--- config.mk ---
export PLATFORM = sky130hd
export DESIGN_NAME = pru_recon
export DESIGN_NICKNAME = d
export VERILOG_FILES = /design/src/hw/rtl/pru_pkg.sv /design/src/hw/rtl/pru_recon.sv
export SDC_FILE = /design/constraint.sdc
export NUM_CORES = 1
export LEC_CHECK = 0
export BUFFER_PORTS_ARGS = -buffer_cell sky130_fd_sc_hd__buf_2
export CAP_MARGIN = 40
export CELL_PAD_IN_SITES_DETAIL_PLACEMENT = 2
export CELL_PAD_IN_SITES_GLOBAL_PLACEMENT = 2
export CORE_MARGIN = 10
export CORE_UTILIZATION = 28
export CTS_BUF_LIST = sky130_fd_sc_hd__clkbuf_4
export DETAILED_ROUTE_END_ITERATION = 6
export PLACE_DENSITY = 0.59
export SLEW_MARGIN = 20
export SYNTH_ARGS = -nofsm -noshare
export SYNTH_HDL_FRONTEND = slang
export SYNTH_SLANG_ARGS = --single-unit
--- constraint.sdc ---
create_clock -name aclk -period 16.9 [get_ports aclk]
set_input_delay 0.845 -clock aclk [delete_from_list [all_inputs] [get_ports aclk]]
set_output_delay 0.845 -clock aclk [all_outputs]
set_load 0.01 [all_outputs]
--- src/hw/rtl/pru_pkg.sv ---
package pru_pkg;

    typedef enum logic [2:0] {
        FILT_NONE  = 3'd0,
        FILT_SUB   = 3'd1,
        FILT_UP    = 3'd2,
        FILT_AVG   = 3'd3,
        FILT_PAETH = 3'd4
    } filt_t;

    localparam logic [7:0] FILT_CODE_MAX = 8'd4;
    localparam logic [3:0] BPP_RESET     = 4'd3;

    typedef struct packed {
        logic [7:0] data_byte;
        logic       row_start;
        logic       first_row;
    } in_beat_t;

    typedef struct packed {
        logic [7:0] pixel_byte;
        logic       bad_filter;
        logic       row_overflow;
    } out_beat_t;

    // one item held in the reconstruction stage
    typedef struct packed {
        logic [7:0] data_byte;
        logic       row_start;
        filt_t      mode;
        logic       mode_err;
        logic       above_zero;
        logic       over;
    } stage_item_t;

    typedef struct packed {
        logic       en;
        logic [7:0] data;
    } store_wr_t;

endpackage

--- src/hw/rtl/pru_recon.sv ---
module pru_recon
    import pru_pkg::*;
#(
    parameter int MAX_PIXEL_BYTES = 8,
    parameter int AW              = 13
) (
    input  logic          aclk,
    input  logic          aresetn,
    input  logic          load,
    input  stage_item_t   item_in,
    input  logic [AW-1:0] addr_in,
    input  logic [7:0]    above_rd,
    input  logic [3:0]    bpp,
    output logic          stage_ready,
    output store_wr_t     wr,
    output logic [AW-1:0] wr_addr,
    output logic          m_valid,
    input  logic          m_ready,
    output out_beat_t     m_data
);

    localparam int IW = (MAX_PIXEL_BYTES > 1) ? $clog2(MAX_PIXEL_BYTES) : 1;
    localparam logic [3:0] MAX_DIST = 4'(MAX_PIXEL_BYTES);

    stage_item_t   item_reg;
    logic          valid_reg;
    logic [AW-1:0] addr_reg;
    logic [7:0]    left_reg [MAX_PIXEL_BYTES];
    logic [7:0]    ul_reg   [MAX_PIXEL_BYTES];
    logic          m_valid_reg;
    out_beat_t     m_data_reg;

    logic       advance;
    logic [3:0] span;
    logic [3:0] dist_m1;
    logic [IW-1:0] idx;
    logic [7:0] a, b, c, r;

    function automatic logic [7:0] paeth(input logic [7:0] pa_a, input logic [7:0] pa_b,
                                         input logic [7:0] pa_c);
        logic signed [9:0] da, db, dc;
        logic [9:0] ma, mb, mc;
        da = $signed({2'b00, pa_b}) - $signed({2'b00, pa_c});
        db = $signed({2'b00, pa_a}) - $signed({2'b00, pa_c});
        dc = da + db;
        ma = (da < 0) ? 10'(-da) : 10'(da);
        mb = (db < 0) ? 10'(-db) : 10'(db);
        mc = (dc < 0) ? 10'(-dc) : 10'(dc);
        if (ma <= mb && ma <= mc) begin
            return pa_a;
        end else if (mb <= mc) begin
            return pa_b;
        end
        return pa_c;
    endfunction

    // a filter-type beat makes no result, so it never waits on the output
    assign advance     = valid_reg && (item_reg.row_start || !m_valid_reg || m_ready);
    assign stage_ready = !valid_reg || advance;

    always_comb begin
        if (bpp == 4'd0) begin
            span = 4'd1;
        end else if (bpp > MAX_DIST) begin
            span = MAX_DIST;
        end else begin
            span = bpp;
        end
    end

    assign dist_m1 = span - 4'd1;
    assign idx     = dist_m1[IW-1:0];
    assign a       = left_reg[idx];
    assign c       = ul_reg[idx];
    assign b       = (item_reg.above_zero || item_reg.over) ? 8'd0 : above_rd;

    always_comb begin
        case (item_reg.mode)
            FILT_SUB:   r = item_reg.data_byte + a;
            FILT_UP:    r = item_reg.data_byte + b;
            FILT_AVG:   r = item_reg.data_byte + 8'(({1'b0, a} + {1'b0, b}) >> 1);
            FILT_PAETH: r = item_reg.data_byte + paeth(a, b, c);
            default:    r = item_reg.data_byte;
        endcase
    end

    always_ff @(posedge aclk) begin
        if (!aresetn) begin
            valid_reg <= 1'b0;
        end else if (load) begin
            valid_reg <= 1'b1;
        end else if (advance) begin
            valid_reg <= 1'b0;
        end
    end

    always_ff @(posedge aclk) begin
        if (load) begin
            item_reg <= item_in;
            addr_reg <= addr_in;
        end
    end

    // windows: clear at row start, otherwise shift in newest first
    always_ff @(posedge aclk) begin
        if (!aresetn) begin
            for (int k = 0; k < MAX_PIXEL_BYTES; k++) begin
                left_reg[k] <= 8'd0;
                ul_reg[k]   <= 8'd0;
            end
        end else if (advance) begin
            if (item_reg.row_start) begin
                for (int k = 0; k < MAX_PIXEL_BYTES; k++) begin
                    left_reg[k] <= 8'd0;
                    ul_reg[k]   <= 8'd0;
                end
            end else begin
                for (int k = MAX_PIXEL_BYTES - 1; k > 0; k--) begin
                    left_reg[k] <= left_reg[k-1];
                    ul_reg[k]   <= ul_reg[k-1];
                end
                left_reg[0] <= r;
                ul_reg[0]   <= b;
            end
        end
    end

    always_ff @(posedge aclk) begin
        if (!aresetn) begin
            m_valid_reg <= 1'b0;
        end else if (advance && !item_reg.row_start) begin
            m_valid_reg <= 1'b1;
        end else if (m_ready) begin
            m_valid_reg <= 1'b0;
        end
    end

    always_ff @(posedge aclk) begin
        if (advance && !item_reg.row_start) begin
            m_data_reg.pixel_byte   <= r;
            m_data_reg.bad_filter   <= item_reg.mode_err;
            m_data_reg.row_overflow <= item_reg.over;
        end
    end

    assign wr.en   = advance && !item_reg.row_start && !item_reg.over;
    assign wr.data = r;
    assign wr_addr = addr_reg;

    assign m_valid = m_valid_reg;
    assign m_data  = m_data_reg;

endmodule

=== Word level (Yosys, flattened, before mapping) ===
Memory sizes are Yosys's and may differ from the RTL's.
Cells that the tools add are included.

* Add/subtract/negate cells: 12
* Magnitude comparators: 7
* Eq/ne operators: 4
* Multiplexer cells: 59
* Bitwise gates (word level): 32
* Reductions and logical operators: 15

{| class="wikitable"
|+ Operators with widths
! cell !! count
|-
| $mux 8 || 37
|-
| $add 8x8->8 || 4
|-
| $or 1x1->1 || 32
|-
| $pmux 8 s4 || 1
|-
| $le 10x10->1 || 3
|-
| $mux 10 || 3
|-
| $neg 9->10 || 2
|-
| $lt 9x1->1 const B || 2
|-
| $sub 8x8->9 || 2
|-
| $mux 1 || 16
|-
| $add 9x9->10 || 1
|-
| $lt 10x1->1 const B || 1
|-
| $neg 10->10 || 1
|-
| $add 8x8->9 || 1
|-
| $eq 3x2->1 const B || 2
|-
| $mux 3 || 2
|-
| $gt 4x4->1 const B || 1
|-
| $logic_and 1x1->1 || 4
|-
| $logic_not 1->1 || 4
|-
| $logic_not 4->1 || 1
|-
| $logic_or 1x1->1 || 4
|-
| $reduce_bool 2->1 || 2
|-
| $eq 3x1->1 const B || 1
|-
| $eq 3x3->1 const B || 1
|-
| $sub 3x1->3 const B || 1
|}

* Bits in registers: 40
* Bits in writable memories: 128
* Bits of input ports: 44
* Output and inout port bits: 34
* Word-level logic and storage cells: 143
* Memories: 2

{| class="wikitable"
|+ Memory list
! memory !! depth !! bits a word !! rd ports !! clocked after Yosys merged registers in !! wr ports !! line !! source
|-
| left_reg || 8 || 8 || 8 || 0 || 8 || pru_recon.sv:28 || <nowiki>logic [7:0] left_reg [MAX_PIXEL_BYTES];</nowiki>
|-
| ul_reg || 8 || 8 || 8 || 0 || 8 || pru_recon.sv:29 || <nowiki>logic [7:0] ul_reg [MAX_PIXEL_BYTES];</nowiki>
|}

=== Depth between registers and ports, before layout ===
An unclocked memory read counts as a cell.

* Depth after elaboration: 18
* Mapped depth: 52
* Gate-level depth less buffers: 46

=== Worst setup path before layout ===
No wires, ideal clock.

* Kind: input to output
* From: input bpp[1]
* To: output wr[7] (netlist bit)
* Arrival: 12.511 ns
* Data required time: 16.055 ns
* Slack: 3.544 ns
* Stages: 50
* Path buffers: 6
* Cell sequence: o21ba_2 -> nor2_1 -> clkbuf_1 -> clkbuf_1 -> clkbuf_1 -> inv_1 -> ha_1 -> clkbuf_1 -> clkbuf_1 -> mux4_2 -> mux2_2 -> ha_1 -> o21ai_0 -> or3b_1 -> and2_0 -> ha_1 -> a21oi_1 -> o21ai_0 -> [... 14 more ...] -> o21ba_1 -> mux2i_1 -> o21a_1 -> buf_6 -> mux2i_1 -> a21oi_1 -> o21ai_0 -> ha_1 -> a21o_1 -> a21o_1 -> a21o_1 -> a21oi_1 -> o21bai_1 -> a21oi_1 -> nand2_1 -> a311oi_1 -> and4b_1 -> xnor2_1

{| class="wikitable"
|+ RTL lines
! element !! line !! source
|-
| start, declared || pru_recon.sv:13 || <nowiki>input logic [3:0] bpp,</nowiki>
|-
| end, declared || pru_recon.sv:15 || <nowiki>output store_wr_t wr,</nowiki>
|}

==> run_results.csv <==
group,metric,value,unit
outcome,status,"finished clean",
route,vias_per_cell,4.923,
power,worst_ir_drop_vdd,0.07211,mV
route,drt.antenna.violating_nets,0,
worst_setup_path,crit_buf_inv,7,
synthesis,synth.avg_cell_area,11.36,um2
placed_design,pre_cts_ws,3219,ps
timing,worst_slew_margin_rel,46.52,%
power,power_leakage,4.615,nW
worst_setup_path,setup.worst_path.end_class,"primary output",
timing,finalSetupViolCount,0,
cells_and_area,final_net_count,1093,
route,firstDrtPassIters,4,
synthesis,cell_area_synth,10200,um2
synthesis,fraction_of_synthesized_cell_area_taken_by_the_top_area_cell_type,34.74,%
clocking,clk-insertion-delay-late,600,ps
floorplan,num_io_pins,78,
floorplan,die_width,210.9,um
clocking,cts_post_setup_buffers_inserted,0,
timing,setup_repair_after_global_routing_missed_its_margin,"no",
floorplan,die-height,210.9,um
worst_setup_path,arrival,12720,ps
timing,timing.fmax,73.73,MHz
synthesis,synth-edff-count,118,
timing,finalWorstSetupSlack,3338,ps
route,detailed_route_drc_error_count,0,
clocking,clk_path_buf_depth,2,
placed_design,placed_area,11160,um2
timing,layout_min_cycle_time,13560,ps
clocking,cts_max_level,4,
grt,all_layer_global_routing_usage,13.64,%
timing,final-hold-violation-count,0,
synthesis,postSynth.asyncResetShare,0,%
grt,grt_pass1_vias,7782,
synthesis,synth_cell_type_count,83,
synthesis,synth_top_cell_by_area,"edfxtp_1",
floorplan,core_region_area,35740,um2
worst_setup_path,criticalPathCategory,"primary input to primary output",
cells_and_area,drive_gt1_share,20.36,%
flow_run,max_cap_viol_count,0,
clocking,cts-buffers-inserted,17,
route,num_vias,7138,
placed_design,dp_hpwl,22.37,mm
timing,finClkSkew,34.52,ps
clocking,cts_num_sinks,168,
cells_and_area,layout-area-overhead-vs-synth,12.23,%
clocking,cts_tree,"yes",
cells_and_area,layout.cell_area.non_filler,11450,um2
floorplan,full_die_area,44460,um2
floorplan,initial_utilization,28.54,%
grt,global_route.overflow_total,0,
grt,largest_net_degree_at_the_start_of_global_routing,81,
synthesis,synth.top_cells.by_area,"edfxtp_1 (35%), dfxtp_1 (9.8%), ha_1 (8.6%), mux4_2 (6.8%), and2_1 (4.7%)",
worst_setup_path,critPathMaxFanout,33,
floorplan,num_rows,69,
placed_design,io_buffers,77,
worst_setup_path,start_kind,"primary input",
synthesis,synth_seq_cells,168,
worst_setup_path,timing.critical_path.slowest_cell_delay,670,ps
synthesis,postSynthCellCount,898,
worst_setup_path,timing.critical_path.slowest_stage_cell,"a211oi_2",
placed_design,routabilityCongestion,0.7694,
synthesis,yosys_warnings,0,
timing,tightest_slew,794.9,ps
timing,hold_slack,397.7,ps
clocking,cts_resized,0,
timing,finalSetupTns,0,ps
clocking,clkTransAtPathRegs,190,ps
clocking,cts_root_buffer,"clkbuf_4",
clocking,post_cts_hold_buffers,0,
synthesis,netlist_top_cells_count,"edfxtp_1 (118), and2_1 (77), ha_1 (70)",
grt,grt_first_pass_wirelength,47.19,mm
synthesis,synth_most_common_cell,"edfxtp_1",
route,detail_route.wirelength,29.57,mm
route,initialDrtViolationCount,281,
worst_setup_path,worstPathRequired,16060,ps
hold_path,hold_class,"primary input to flop",
timing,final.period_utilization,80.25,%
synthesis,dominantRegCellSynth,"edfxtp_1",
grt,antenna_found_initial,2,
route,drt-wirelength-per-cell,20.39,um
timing,final_max_slew_viol_count,0,
power,power_density,165.9,nW/um2
synthesis,ys_seq_area_share,44.55,%
worst_setup_path,timing.critical_path.max_delay_family,"compound AO/OA/AOI/OAI gates",
-- metal layers --
layer | track usage (%) | vias to the layer above | share of wire, %
met5 | 0 | - | 0.068
met4 | 1.948 | 2 | 0.43
met3 | 3.071 | 14 | 3.7
met2 | 22.15 | 94 | 46
met1 | 18.51 | 3591 | 49
li1 | - | 3437 | -
-- final timing paths --
kind	end	start	cells after the start	slack [ps]
max	wr[7]	bpp[1]	48	3340
max reg2reg	m_data[9]$_DFFE_PP_	ul_reg[0][1]$_SDFFCE_PN0P_	40	6570
min	wr_addr[3]$_DFFE_PP_	addr_in[3]	1	400
min reg2reg	m_data[1]$_DFFE_PP_	item_reg[2]$_DFFE_PP_	0	450
-- worst register-to-register path, delay by kind of cell (launching register included) --
kind / cells / cell delay [ps]
compound gates: 22 / 4970
fa+ha+maj: 4 / 1420
mux: 4 / 1400
simple gates: 6 / 1110
xor+xnor: 2 / 500
flops: 1 / 440
buf+inv: 2 / 330
-- placed cells by master (no fill, tap or decap), drive strengths merged, types with 23 or more instances in the layout --
cell / instances
a22o: 30
a21oi: 50
xnor2: 34
buf: 89
mux2i: 23
edfxtp: 118
inv: 55
dfxtp: 50
ha: 70
o21ai: 27
and2: 78
nor2: 56
nand2: 68
mux4: 32
-- through the flow --
step           total power [mW]  utilization (%)  cells
2_1_floorplan             1.391                -    900
5_1_grt                   2.095            32.01   1448
4_1_cts                   1.932            32.01   1448
3_5_place_dp              1.674            31.22   1416
3_3_place_gp              1.655            31.04   1412
6_report                  1.899            32.03   1450
-- power breakdown --
| part | internal [mW] | total, mW | switching [mW] |
|---|---|---|---|
| combinational | 0.484 | 1.17 | 0.690 |
| sequential | 0.468 | 0.481 | 0.0129 |
| clock | 0.0681 | 0.243 | 0.175 |
| total | 1.02 | 1.90 | 0.878 |
-- final cells by class --
cell class                 count  area [um2]
multi-input combinational    652        5354
clock buffer                  17       127.6
tap                          461       576.8
timing repair buffer          89       510.5
fill                        3926       24290
clock inverter                15       156.4
antenna                        2       5.005
sequential                   168        4544
inverter                      46       172.7
-- cell families after synthesis --
group | Yosys count | share of synthesized area (%)
buf+inv | 80 | 3.238
other cells | 2 | 0.07363
simple gates | 267 | 13.67
compound gates | 185 | 13.21
xor+xnor | 49 | 4.428
mux | 68 | 10.82
flops | 168 | 44.55
fa+ha+maj | 79 | 10.01
(Power assumes the default switching activity.)
